<file path="src/bclr_pkg.sv">
// Shared types and constants for the button click / long press / repeat block.
// No dependencies; every other file in src uses this package.
package bclr_pkg;

  localparam int unsigned NumButtons = 3;
  localparam int unsigned NowW       = 32;
  localparam int unsigned CfgW       = 16;
  localparam int unsigned CfgIdxW    = 8;

  // Button slots in the per-button state arrays.
  localparam int unsigned BtnUp   = 0;
  localparam int unsigned BtnDown = 1;
  localparam int unsigned BtnSel  = 2;

  typedef enum logic [CfgIdxW-1:0] {
    RegMinClick       = 8'd0,
    RegLongPress      = 8'd1,
    RegRepeatDelay    = 8'd2,
    RegRepeatInterval = 8'd3
  } cfg_reg_e;

  localparam logic [CfgW-1:0] MinClickRst       = 16'd50;
  localparam logic [CfgW-1:0] LongPressRst      = 16'd800;
  localparam logic [CfgW-1:0] RepeatDelayRst    = 16'd300;
  localparam logic [CfgW-1:0] RepeatIntervalRst = 16'd150;

  typedef struct packed {
    logic            up_level;
    logic            down_level;
    logic            select_level;
    logic [NowW-1:0] now_ms;
  } in_item_t;

  typedef struct packed {
    logic up_event;
    logic down_event;
    logic select_event;
    logic back_event;
  } out_item_t;

endpackage

</file>
<file path="src/bclr_in_if.sv">
// Poll item channel: valid/ready handshake carrying button levels and time.
// Depends on bclr_pkg.
interface bclr_in_if;
  logic               valid;
  logic               ready;
  bclr_pkg::in_item_t data;

  modport source (output valid, output data, input ready);
  modport sink   (input valid, input data, output ready);
endinterface

</file>
<file path="src/bclr_out_if.sv">
// Result item channel: valid/ready handshake carrying the four event flags.
// Depends on bclr_pkg.
interface bclr_out_if;
  logic                valid;
  logic                ready;
  bclr_pkg::out_item_t data;

  modport source (output valid, output data, input ready);
  modport sink   (input valid, input data, output ready);
endinterface

</file>
<file path="src/bclr_cfg_if.sv">
// Configuration write channel: valid/ready with register index and data.
// Depends on bclr_pkg.
interface bclr_cfg_if;
  logic                             valid;
  logic                             ready;
  logic [bclr_pkg::CfgIdxW-1:0]     index;
  logic [bclr_pkg::CfgW-1:0]        data;

  modport source (output valid, output index, output data, input ready);
  modport sink   (input valid, input index, input data, output ready);
endinterface

</file>
<file path="src/button_click_longpress_repeat.sv">
// Top level: three-button poller with click, long press and auto-repeat events.
// Depends on bclr_pkg, bclr_in_if, bclr_out_if, bclr_cfg_if.
//
//   channel  dir  handshake     payload
//   in_i     in   valid/ready   up/down/select level (active low), now_ms[31:0]
//   out_o    out  valid/ready   up/down/select/back event flags
//   cfg_i    in   valid/ready   index[7:0], data[15:0] (always ready)
//
// One item per cycle sustained while out_o is not stalled. An item is held in the
// input register and its result is registered in the output register. The
// per-button state updates as the item moves from the input register to the
// output register, so consecutive items see each other's effects in order.
// Reset clears the handshake, the button flags and loads the default thresholds.
// A stall on out_o holds the result; in_i stays ready while the input register
// can still drain, so one item waits in each register at most.
module button_click_longpress_repeat (
  input  logic       clk_i,
  input  logic       rst_ni,
  bclr_in_if.sink    in_i,
  bclr_out_if.source out_o,
  bclr_cfg_if.sink   cfg_i
);

  localparam int unsigned Nb = bclr_pkg::NumButtons;
  localparam int unsigned Tw = bclr_pkg::NowW;

  // Configuration registers.
  logic [bclr_pkg::CfgW-1:0] min_click_q, long_press_q, rep_delay_q, rep_int_q;

  // Input register.
  logic               s1_valid_q;
  bclr_pkg::in_item_t s1_data_q;

  // Output register.
  logic                out_valid_q;
  bclr_pkg::out_item_t out_data_q, out_data_d;

  // Per-button state.
  logic [Nb-1:0]         held_q, held_d;
  logic [Nb-1:0]         long_q, long_d;
  logic [Nb-1:0][Tw-1:0] start_q, start_d;
  logic [Nb-1:0][Tw-1:0] last_q, last_d;

  logic out_load, s1_adv, in_ready;

  // Output register can take a new result when empty or being drained.
  assign out_load = !out_valid_q || out_o.ready;
  assign s1_adv   = s1_valid_q && out_load;
  assign in_ready = !s1_valid_q || s1_adv;

  assign in_i.ready  = in_ready;
  assign cfg_i.ready = 1'b1;
  assign out_o.valid = out_valid_q;
  assign out_o.data  = out_data_q;

  // Config writes; unknown index is dropped, data is 16 bits already.
  always_ff @(posedge clk_i or negedge rst_ni) begin
    if (!rst_ni) begin
      min_click_q  <= bclr_pkg::MinClickRst;
      long_press_q <= bclr_pkg::LongPressRst;
      rep_delay_q  <= bclr_pkg::RepeatDelayRst;
      rep_int_q    <= bclr_pkg::RepeatIntervalRst;
    end else if (cfg_i.valid) begin
      case (cfg_i.index)
        bclr_pkg::RegMinClick:       min_click_q  <= cfg_i.data;
        bclr_pkg::RegLongPress:      long_press_q <= cfg_i.data;
        bclr_pkg::RegRepeatDelay:    rep_delay_q  <= cfg_i.data;
        bclr_pkg::RegRepeatInterval: rep_int_q    <= cfg_i.data;
        default: ;
      endcase
    end
  end

  // Event decode: three independent per-button updates off the input register.
  always_comb begin
    logic [Tw-1:0] now_t;
    logic [Tw-1:0] dur;
    logic [Tw-1:0] since_rep;
    logic [Nb-1:0] pressed;
    logic [Nb-1:0] ev;
    logic          back;

    now_t     = s1_data_q.now_ms;
    pressed   = ~{s1_data_q.select_level, s1_data_q.down_level, s1_data_q.up_level};
    ev        = '0;
    back      = 1'b0;
    dur       = '0;
    since_rep = '0;
    held_d    = held_q;
    long_d    = long_q;
    start_d   = start_q;
    last_d    = last_q;

    for (int b = 0; b < Nb; b++) begin
      // Wrapping differences against the stored press and repeat times.
      dur       = now_t - start_q[b];
      since_rep = now_t - last_q[b];
      if (pressed[b] != held_q[b]) begin
        if (pressed[b]) begin
          // Press edge: record start time, no event.
          held_d[b]  = 1'b1;
          start_d[b] = now_t;
          last_d[b]  = now_t;
          long_d[b]  = 1'b0;
        end else begin
          // Release: click if held at least the minimum click time, unless a long press already fired.
          ev[b]     = !long_q[b] && (dur >= Tw'(min_click_q));
          held_d[b] = 1'b0;
          long_d[b] = 1'b0;
        end
      end else if (pressed[b]) begin
        if (b == bclr_pkg::BtnSel) begin
          if (!long_q[b] && (dur >= Tw'(long_press_q))) begin
            long_d[b] = 1'b1;
            back      = 1'b1;
          end
        end else if ((dur >= Tw'(rep_delay_q)) &&
                     (since_rep >= Tw'(rep_int_q))) begin
          last_d[b] = now_t;
          ev[b]     = 1'b1;
        end
      end
    end

    out_data_d.up_event     = ev[bclr_pkg::BtnUp];
    out_data_d.down_event   = ev[bclr_pkg::BtnDown];
    out_data_d.select_event = ev[bclr_pkg::BtnSel];
    out_data_d.back_event   = back;
  end

  // Handshake and button flags.
  always_ff @(posedge clk_i or negedge rst_ni) begin
    if (!rst_ni) begin
      s1_valid_q  <= 1'b0;
      out_valid_q <= 1'b0;
      held_q      <= '0;
      long_q      <= '0;
      start_q     <= '0;
      last_q      <= '0;
    end else begin
      if (in_ready) begin
        s1_valid_q <= in_i.valid;
      end
      if (out_load) begin
        out_valid_q <= s1_valid_q;
      end
      if (s1_adv) begin
        held_q  <= held_d;
        long_q  <= long_d;
        start_q <= start_d;
        last_q  <= last_d;
      end
    end
  end

  // Payload registers, no reset.
  always_ff @(posedge clk_i) begin
    if (in_ready && in_i.valid) begin
      s1_data_q <= in_i.data;
    end
    if (s1_adv) begin
      out_data_q <= out_data_d;
    end
  end

  // Up and down never mark a long press.
  a_no_long_updown: assert property (@(posedge clk_i) disable iff (!rst_ni)
    !long_q[bclr_pkg::BtnUp] && !long_q[bclr_pkg::BtnDown])
    else $error("long press flag set on up or down");

  // A back event leaves select marked as long-fired.
  a_back_sets_long: assert property (@(posedge clk_i) disable iff (!rst_ni)
    (s1_adv && out_data_d.back_event) |=> long_q[bclr_pkg::BtnSel])
    else $error("back event without long-fired flag");

  // Select click and back event cannot come from the same poll.
  a_sel_back_excl: assert property (@(posedge clk_i) disable iff (!rst_ni)
    out_valid_q |-> !(out_data_q.select_event && out_data_q.back_event))
    else $error("select click together with back event");

  // An empty output register never blocks the input.
  a_ready_when_empty: assert property (@(posedge clk_i) disable iff (!rst_ni)
    !out_valid_q |-> in_ready)
    else $error("input stalled with empty output register");

endmodule

</file>
<file path="src/flat_wrapper.sv">
// flat-port wrapper written by rule: the top's interface ports become plain ports
module button_click_longpress_repeat_flat 
  (clk_i, rst_ni, in_i_valid, in_i_data, in_i_ready, out_o_valid, out_o_data, out_o_ready, cfg_i_valid, cfg_i_index, cfg_i_data, cfg_i_ready);
  bclr_in_if in_i_i ();
  bclr_out_if out_o_i ();
  bclr_cfg_if cfg_i_i ();
  input  logic clk_i;
  input  logic rst_ni;
  input wire logic [$bits(in_i_i.valid)-1:0] in_i_valid;
  input wire logic [$bits(in_i_i.data)-1:0] in_i_data;
  output wire logic [$bits(in_i_i.ready)-1:0] in_i_ready;
  output wire logic [$bits(out_o_i.valid)-1:0] out_o_valid;
  output wire logic [$bits(out_o_i.data)-1:0] out_o_data;
  input wire logic [$bits(out_o_i.ready)-1:0] out_o_ready;
  input wire logic [$bits(cfg_i_i.valid)-1:0] cfg_i_valid;
  input wire logic [$bits(cfg_i_i.index)-1:0] cfg_i_index;
  input wire logic [$bits(cfg_i_i.data)-1:0] cfg_i_data;
  output wire logic [$bits(cfg_i_i.ready)-1:0] cfg_i_ready;
  assign in_i_i.valid = in_i_valid;
  assign in_i_i.data = in_i_data;
  assign in_i_ready = in_i_i.ready;
  assign out_o_valid = out_o_i.valid;
  assign out_o_data = out_o_i.data;
  assign out_o_i.ready = out_o_ready;
  assign cfg_i_i.valid = cfg_i_valid;
  assign cfg_i_i.index = cfg_i_index;
  assign cfg_i_i.data = cfg_i_data;
  assign cfg_i_ready = cfg_i_i.ready;
  button_click_longpress_repeat u_core (.clk_i(clk_i), .rst_ni(rst_ni), .in_i(in_i_i), .out_o(out_o_i), .cfg_i(cfg_i_i));
endmodule
</file>
<file path="config.mk">
export PLATFORM = sky130hd
export DESIGN_NAME = button_click_longpress_repeat_flat
export DESIGN_NICKNAME = d
export VERILOG_FILES = /design/src/bclr_pkg.sv /design/src/bclr_in_if.sv /design/src/bclr_out_if.sv /design/src/bclr_cfg_if.sv /design/src/button_click_longpress_repeat.sv /design/src/flat_wrapper.sv
export SDC_FILE = /design/constraint.sdc
export NUM_CORES = 1
export LEC_CHECK = 0
export BUFFER_PORTS_ARGS = -buffer_cell sky130_fd_sc_hd__buf_2
export CAP_MARGIN = 5
export CORE_ASPECT_RATIO = 0.8
export CORE_MARGIN = 1.5
export CORE_UTILIZATION = 40
export CTS_BUF_LIST = sky130_fd_sc_hd__clkbuf_4 sky130_fd_sc_hd__clkbuf_8
export DETAILED_ROUTE_END_ITERATION = 10
export GPL_ROUTABILITY_DRIVEN = 0
export PLACE_DENSITY = 0.52
export SETUP_SLACK_MARGIN = 0.4
export SYNTH_ARGS = -nofsm -noshare
export SYNTH_HDL_FRONTEND = slang
export SYNTH_SLANG_ARGS = --single-unit
</file>
<file path="constraint.sdc">
create_clock -name clk_i -period 11 [get_ports clk_i]
set_input_delay 1.1 -clock clk_i [delete_from_list [all_inputs] [get_ports clk_i]]
set_output_delay 1.1 -clock clk_i [all_outputs]
set_load 0.02 [all_outputs]
</file>
==> results of run 1 <==
[metrics by stage]
step | total power [mW] | cells | setup slack, ns | instance area (um2) | hold slack, ns
after floorplan | 4.55 | 2480 | 6.15 | 22900 | 0.443
after global placement | 5.48 | 3252 | 5.11 | 24000 | 0.473
after detailed placement | 5.57 | 3252 | 4.96 | 24000 | 0.481
after CTS | 6.74 | 3346 | 4.95 | 25100 | 0.449
after global routing | 7.34 | 3346 | 4.51 | 25100 | 0.497
final | 6.74 | 3346 | 5.00 | 25100 | 0.387
[state kept, by name (all words and copies together) (netlist names)]
| name | count |
|---|---|
| u_core.rep_int_q | 16 |
| u_core.last_q | 64 |
| u_core.rep_delay_q | 16 |
| u_core.out_o.data | 4 |
| u_core.held_q | 3 |
| u_core.out_o.valid | 1 |
| u_core.long_q | 1 |
| u_core.long_press_q | 16 |
| u_core.min_click_q | 16 |
| u_core.start_q | 96 |
| u_core.s1_data_q | 35 |
| u_core.s1_valid_q | 1 |
[where the power goes]
part / total, mW / switching [mW] / internal [mW]
Clock: 1.10 / 0.474 / 0.630
Combinational: 4.20 / 2.45 / 1.75
Sequential: 1.43 / 0.152 / 1.28
Total: 6.74 / 3.08 / 3.66
[how the worst min path moves through the flow]
stage	to	slack, ns
floorplan	u_core.held_q[1]	0.44
global placement	u_core.last_q[52]	0.47
detailed placement	u_core.last_q[53]	0.48
CTS	u_core.last_q[4]	0.45
global route	u_core.last_q[4]	0.50
finish	u_core.last_q[4]	0.39
[layer usage]
| layer | global-route usage [%] | share of wire, % | up-vias |
|---|---|---|---|
| met3 | 3.19 | 5.2 | 127 |
| met5 | 0 | 0 | - |
| met1 | 32.1 | 49 | 9292 |
| met2 | 34.7 | 42 | 512 |
| li1 | - | - | 9161 |
| met4 | 7.86 | 3.1 | 0 |
[cells by family (layout without fill, tap and decap cells)]
family | after synthesis | count (layout)
AND/OR/NAND/NOR | 540 | 540
multiplexers | 216 | 216
AO/OA/AOI/OAI | 701 | 701
flip-flops | 269 | 269
other | 1 | 1
adder cells (fa/ha/maj) | 294 | 294
buffers and inverters | 349 | 455
XOR/XNOR | 110 | 110
[area by class of cell]
cell class | instances | area [um2]
clock inverters | 12 | 130
fillers | 5612 | 31500
multi-input cells | 1862 | 14500
flip-flops and latches | 269 | 6940
well taps | 760 | 951
inverters | 267 | 1000
clock buffers | 82 | 1010
repair buffers | 94 | 543
[cell usage in the layout (no fill, tap or decap), types with 25 or more instances in the layout]
| cell | netlist | layout |
|---|---|---|
| buf_4 | 6 | 25 |
| o21a_1 | 42 | 42 |
| mux2_4 | 29 | 29 |
| mux2_2 | 145 | 145 |
| edfxtp_1 | 39 | 39 |
| inv_1 | 266 | 266 |
| nand3_1 | 39 | 39 |
| mux2_1 | 29 | 29 |
| nor3_1 | 37 | 37 |
| buf_2 | 13 | 68 |
| dfrtp_1 | 216 | 216 |
| a21oi_1 | 193 | 193 |
| a211oi_1 | 25 | 25 |
| a21o_1 | 87 | 87 |
| xnor2_1 | 73 | 73 |
| nand2_1 | 153 | 153 |
| clkbuf_8 | 0 | 63 |
| nand2b_1 | 31 | 31 |
| o211ai_1 | 29 | 29 |
| nor2_1 | 117 | 117 |
| nand4_1 | 48 | 48 |
| xor2_1 | 36 | 36 |
| ha_1 | 289 | 289 |
| o21ai_0 | 145 | 145 |
==> impl_metrics.tcl, run 1 <==
set metrics [dict create \
    status "completed" \
    critPathSlowestCell "o211ai_4" \
    htreeDepth 2 \
    vias 19100 \
    clockBufferDepth 3 \
    synth.most_common_cell "ha_1" \
    async_flop_share_pct 85.5 \
    r2r_end "u_core.last_q[32]" \
    synthMuxAreaShare_pct 11.0 \
    synth_top_family_by_area "compound AO/OA/AOI/OAI gates" \
    crit_required_ns 11.53 \
    worst_clock_skew_ns 0.0480 \
    cts.clk_slew.worst_paths_ns 0.07 \
    initial_core_util_pct 40.4 \
    post_cts.repair.setup_buffers 0 \
    finalHoldViolCount 0 \
    synth.cells.most_frequent "289 x ha_1, 266 x inv_1, 216 x dfrtp_1" \
    timing.final.crit_period_ns 6.00 \
    setup_viol 0 \
    ys_ff_latch 269 \
    antenna_found_initial 2 \
    die_area_um2 58700 \
    cp-startpoint "u_core.s1_data_q[1]" \
    synth_area_um2 22900 \
    cp_top_family "compound AO/OA/AOI/OAI gates" \
    cts_root_buf "clkbuf_8" \
    synth_edf_count 39 \
    maxCapViolCount 0 \
    clk_latency_ns 0.68 \
    cp_max_fo 32 \
    rsz0062_at_grt "false" \
    synth_area_leader_cell "dfrtp_1" \
    path_common_cell "a211oi_1" \
    hold_buffers 0 \
    synthAdderAreaFrac_pct 16.2 \
    first_pass_iters 9 \
    reg2regPathDepth 18 \
    die-width_um 270 \
    synth_compound_area_share_pct 20.1 \
    synthSimpleGateAreaFrac_pct 11.8 \
    port_buffers 69 \
    cts_resized 0 \
    wire_per_inst_um 19.8 \
    fin_util_pct 44.4 \
    nNetsFinal 2902 \
    drtIter0Drc 1477 \
    synth_cells 2480 \
    rows 78 \
    ir_worst_vdd_uv 123 \
    syn_nets 2838 \
    core_um2 56600 \
    finalMaxSlewViolations 0 \
    path_buf_inv 1 \
    grt-ovfl-total 0 \
    path_depth 18 \
    cts.sinks 269 \
    grt_max_degree 85 \
    viasPerCell 5.71 \
    synth_top_area_share_pct 23.6 \
    timing.fmax_ghz 0.167 \
    avgSynthCellArea_um2 9.23 \
    drc 0 \
    io_pins 71 \
    first_global_vias 18900 \
    yosys.cell_types.count 96 \
    cp_cell_sequence "inv_1, fa_1, nor2b_1, o2111ai_1, and4b_1, o31ai_1, xor2_1, ha_1, a211oi_1, nand2_1, a211oi_1, a211oi_1, nor4_1, nand4_1, nor4_1, a32oi_1, o211ai_4, mux2_2" \
    cp-endpoint "u_core.last_q[32]" \
    p_leak_nw 11.6 \
    worst_slew_pin_slew_ns 1.13 \
    synth.top_cells.by_area "dfrtp_1 24%, ha_1 16%, mux2_2 7.1%, edfxtp_1 5.1%, inv_1 4.4%" \
    hpwl_mm 51.9 \
    period_share_pct 54.6 \
    synth_xor_area_share_pct 4.24 \
    synthFlopType "dfrtp_1" \
    routed_wl_mm 66.3 \
    cts_inserted_buffers 50 \
    p_per_area_nw_per_um2 268 \
    track_usage_pct 22.5 \
    setup.worst_path.class "reg -> reg" \
    r2r_start "u_core.s1_data_q[1]" \
    synth_warnings 0 \
    grt_pass1_wl_mm 104 \
    ys_seq_area_share_pct 30.4 \
    cp-start-kind "flop" \
    cts_tree "yes" \
    maxSlewHeadroom_pct 24.4 \
    syn2layout_area_growth_pct 9.75 \
    cp-end-kind "flop" \
    r2r_setup_slack_ns 5.00 \
    drive_gt1_share_pct 16.2 \
    antenna_left 0 \
    antenna_cells 0 \
    fin_setup_tns_ns 0 \
    hold_path.class "in -> async" \
    slowest_delay_ns 0.92 \
    chipHeight_um 217 \
    arrival_ns 6.54 \
]
Power figures use the tool's default switching activity.
==> run 2, diff against run 1 <==
==> constraint.sdc (replaced) <==
create_clock -name clk_i -period 5.65 [get_ports clk_i]
set_input_delay 0.565 -clock clk_i [delete_from_list [all_inputs] [get_ports clk_i]]
set_output_delay 0.565 -clock clk_i [all_outputs]
set_load 0.02 [all_outputs]
==> run 2 against run 1 <==
Register-to-register slack got worse by 4.4 ns. Die area is the same. Sequential power rose by 95%. Fmax increased by 19%. Critical endpoint is now u_core.last_q[0]. Largest cell class unchanged. Highest routed layer unchanged.
==> impl_metrics.tcl, run 2 (synthesis results as in run 1) <==
set metrics [dict create \
    cp-start-kind "flop" \
    wire_per_inst_um 20.1 \
    worst_slew_pin_slew_ns 1.16 \
    fin_setup_tns_ns 0 \
    setup_viol 0 \
    finalMaxSlewViolations 0 \
    grt-ovfl-total 0 \
    critPathSlowestCell "o311ai_0" \
    drc 0 \
    track_usage_pct 22.9 \
    hpwl_mm 52.6 \
    worst_clock_skew_ns 0.0404 \
    die-width_um 270 \
    power.total_mw 13.1 \
    maxSlewHeadroom_pct 23.0 \
    port_buffers 69 \
    grt_max_degree 155 \
    first_global_vias 19000 \
    cp_cell_sequence "ha_1, o311ai_0, nand3_1, xnor2_1, ha_1, a211oi_1, nor2_1, a2111oi_2, o21a_1, o211ai_1, a311o_1, nor4_1, nand4_1, o32ai_2, a211o_4, buf_12, mux2_2" \
    grt_pass1_wl_mm 106 \
    path_common_cell "ha_1" \
    crit_required_ns 6.16 \
    vias 19200 \
    timing.fmax_ghz 0.198 \
    viasPerCell 5.67 \
    cts_tree "yes" \
    hold_path.class "in -> reg" \
    drive_gt1_share_pct 18.4 \
    chipHeight_um 217 \
    antenna_left 0 \
    cts.clk_slew.worst_paths_ns 0.06 \
    path_buf_inv 1 \
    hold_slack_ns 0.0721 \
    period_share_pct 89.4 \
    rsz0062_at_grt "false" \
    p_leak_nw 11.9 \
    stdcell_count 3387 \
    finalHoldViolCount 0 \
    ir_worst_vdd_uv 214 \
    first_pass_iters 7 \
    cp_max_fo 8 \
    status "completed" \
    antenna_found_initial 2 \
    dp_cells 3271 \
    timing.final.crit_period_ns 5.05 \
    cts_inserted_buffers 51 \
    setup.worst_path.class "reg -> reg" \
    final_cell_mix "287 x ha_1, 266 x inv_1, 216 x dfrtp_1" \
    io_pins 71 \
    maxCapViolCount 0 \
    rows 78 \
    initial_core_util_pct 40.4 \
    drtIter0Drc 1561 \
    layout_commonest_cell "ha_1" \
    routed_wl_mm 68.1 \
    cts_root_buf "clkbuf_8" \
    htreeDepth 2 \
    cp-end-kind "flop" \
    top_regs "u_core.start_q x96, u_core.last_q x64, u_core.s1_data_q x35" \
    core_um2 56600 \
    largest_register_ffs 96 \
    nNetsFinal 2942 \
    syn2layout_area_growth_pct 12.2 \
    cts.sinks 269 \
    slowest_delay_ns 0.65 \
    arrival_ns 5.56 \
    regMostFlops "u_core.start_q" \
    cp_top_family "compound AO/OA/AOI/OAI gates" \
    clk_latency_ns 0.66 \
    die_area_um2 58700 \
    p_per_area_nw_per_um2 512 \
    clockBufferDepth 3 \
]
[run 2: cell count changes in the layout (fill, tap and decap cells not counted), moves of 5 or more]
cell / previous run / this run
a211oi_1: 25 / 20
buf_12: 0 / 5
buf_4: 25 / 51
clkbuf_8: 63 / 58
clkinv_2: 7 / 15
[run 2: timing repair]
action | 4_1_cts | 5_1_grt
hold buffers | 1 | 0
cloned | 2 | 3
endpoints found under the hold margin | 75 | 0
gates resized for setup | 9 | 32
setup buffers | 3 | 11
setup endpoints to repair | 62 | 64
pin swaps | 6 | 20
[run 2: metrics by stage]
step / instance area, um2 / setup WS (ns) / utilization, %
floorplan: 22900 / 0.801 / -
global placement: 24100 / 0.310 / 42.7
detailed placement: 24100 / 0.166 / 42.7
CTS: 25400 / 0.389 / 44.8
global route: 25700 / 0.387 / 45.3
finish: 25700 / 0.600 / 45.4
[run 2: worst paths after layout]
check                                    startpoint                     end  slack (ns)  cells after the start
worst max-delay path            u_core.s1_data_q[8]        u_core.last_q[0]        0.60                     17
worst min-delay path                  in_i_data[20]    u_core.s1_data_q[20]        0.07                      1
worst max register to register  u_core.s1_data_q[8]        u_core.last_q[0]        0.60                     17
worst min register to register    u_core.last_q[61]       u_core.last_q[61]        0.49                      1
max in group asynchronous                    rst_ni  u_core.long_press_q[6]        3.86                      3
min in group asynchronous                    rst_ni       u_core.last_q[11]        0.50                      2
[run 2: layout make-up]
type                            count  area [um2]
Fill cell                        5536       30900
Multi-Input combinational cell   1862       14700
Sequential cell                   269        6940
Inverter                          267        1000
Timing Repair Buffer              133        1000
Tap cell                          760         951
Clock buffer                       73         911
Clock inverter                     22         166
Antenna cell                        1        2.50
[run 2: power by group]
| group | total, mW | internal, mW | switching [mW] |
|---|---|---|---|
| Combinational | 8.30 | 3.51 | 4.79 |
| Sequential | 2.79 | 2.50 | 0.289 |
| Clock | 2.06 | 1.13 | 0.930 |
[run 2: layer usage]
metal  share of wire, %  global-route usage (%)
met4                2.5                    6.50
met3                4.7                    3.02
met2                 43                    35.3
met5                  0                       0
met1                 50                    33.4
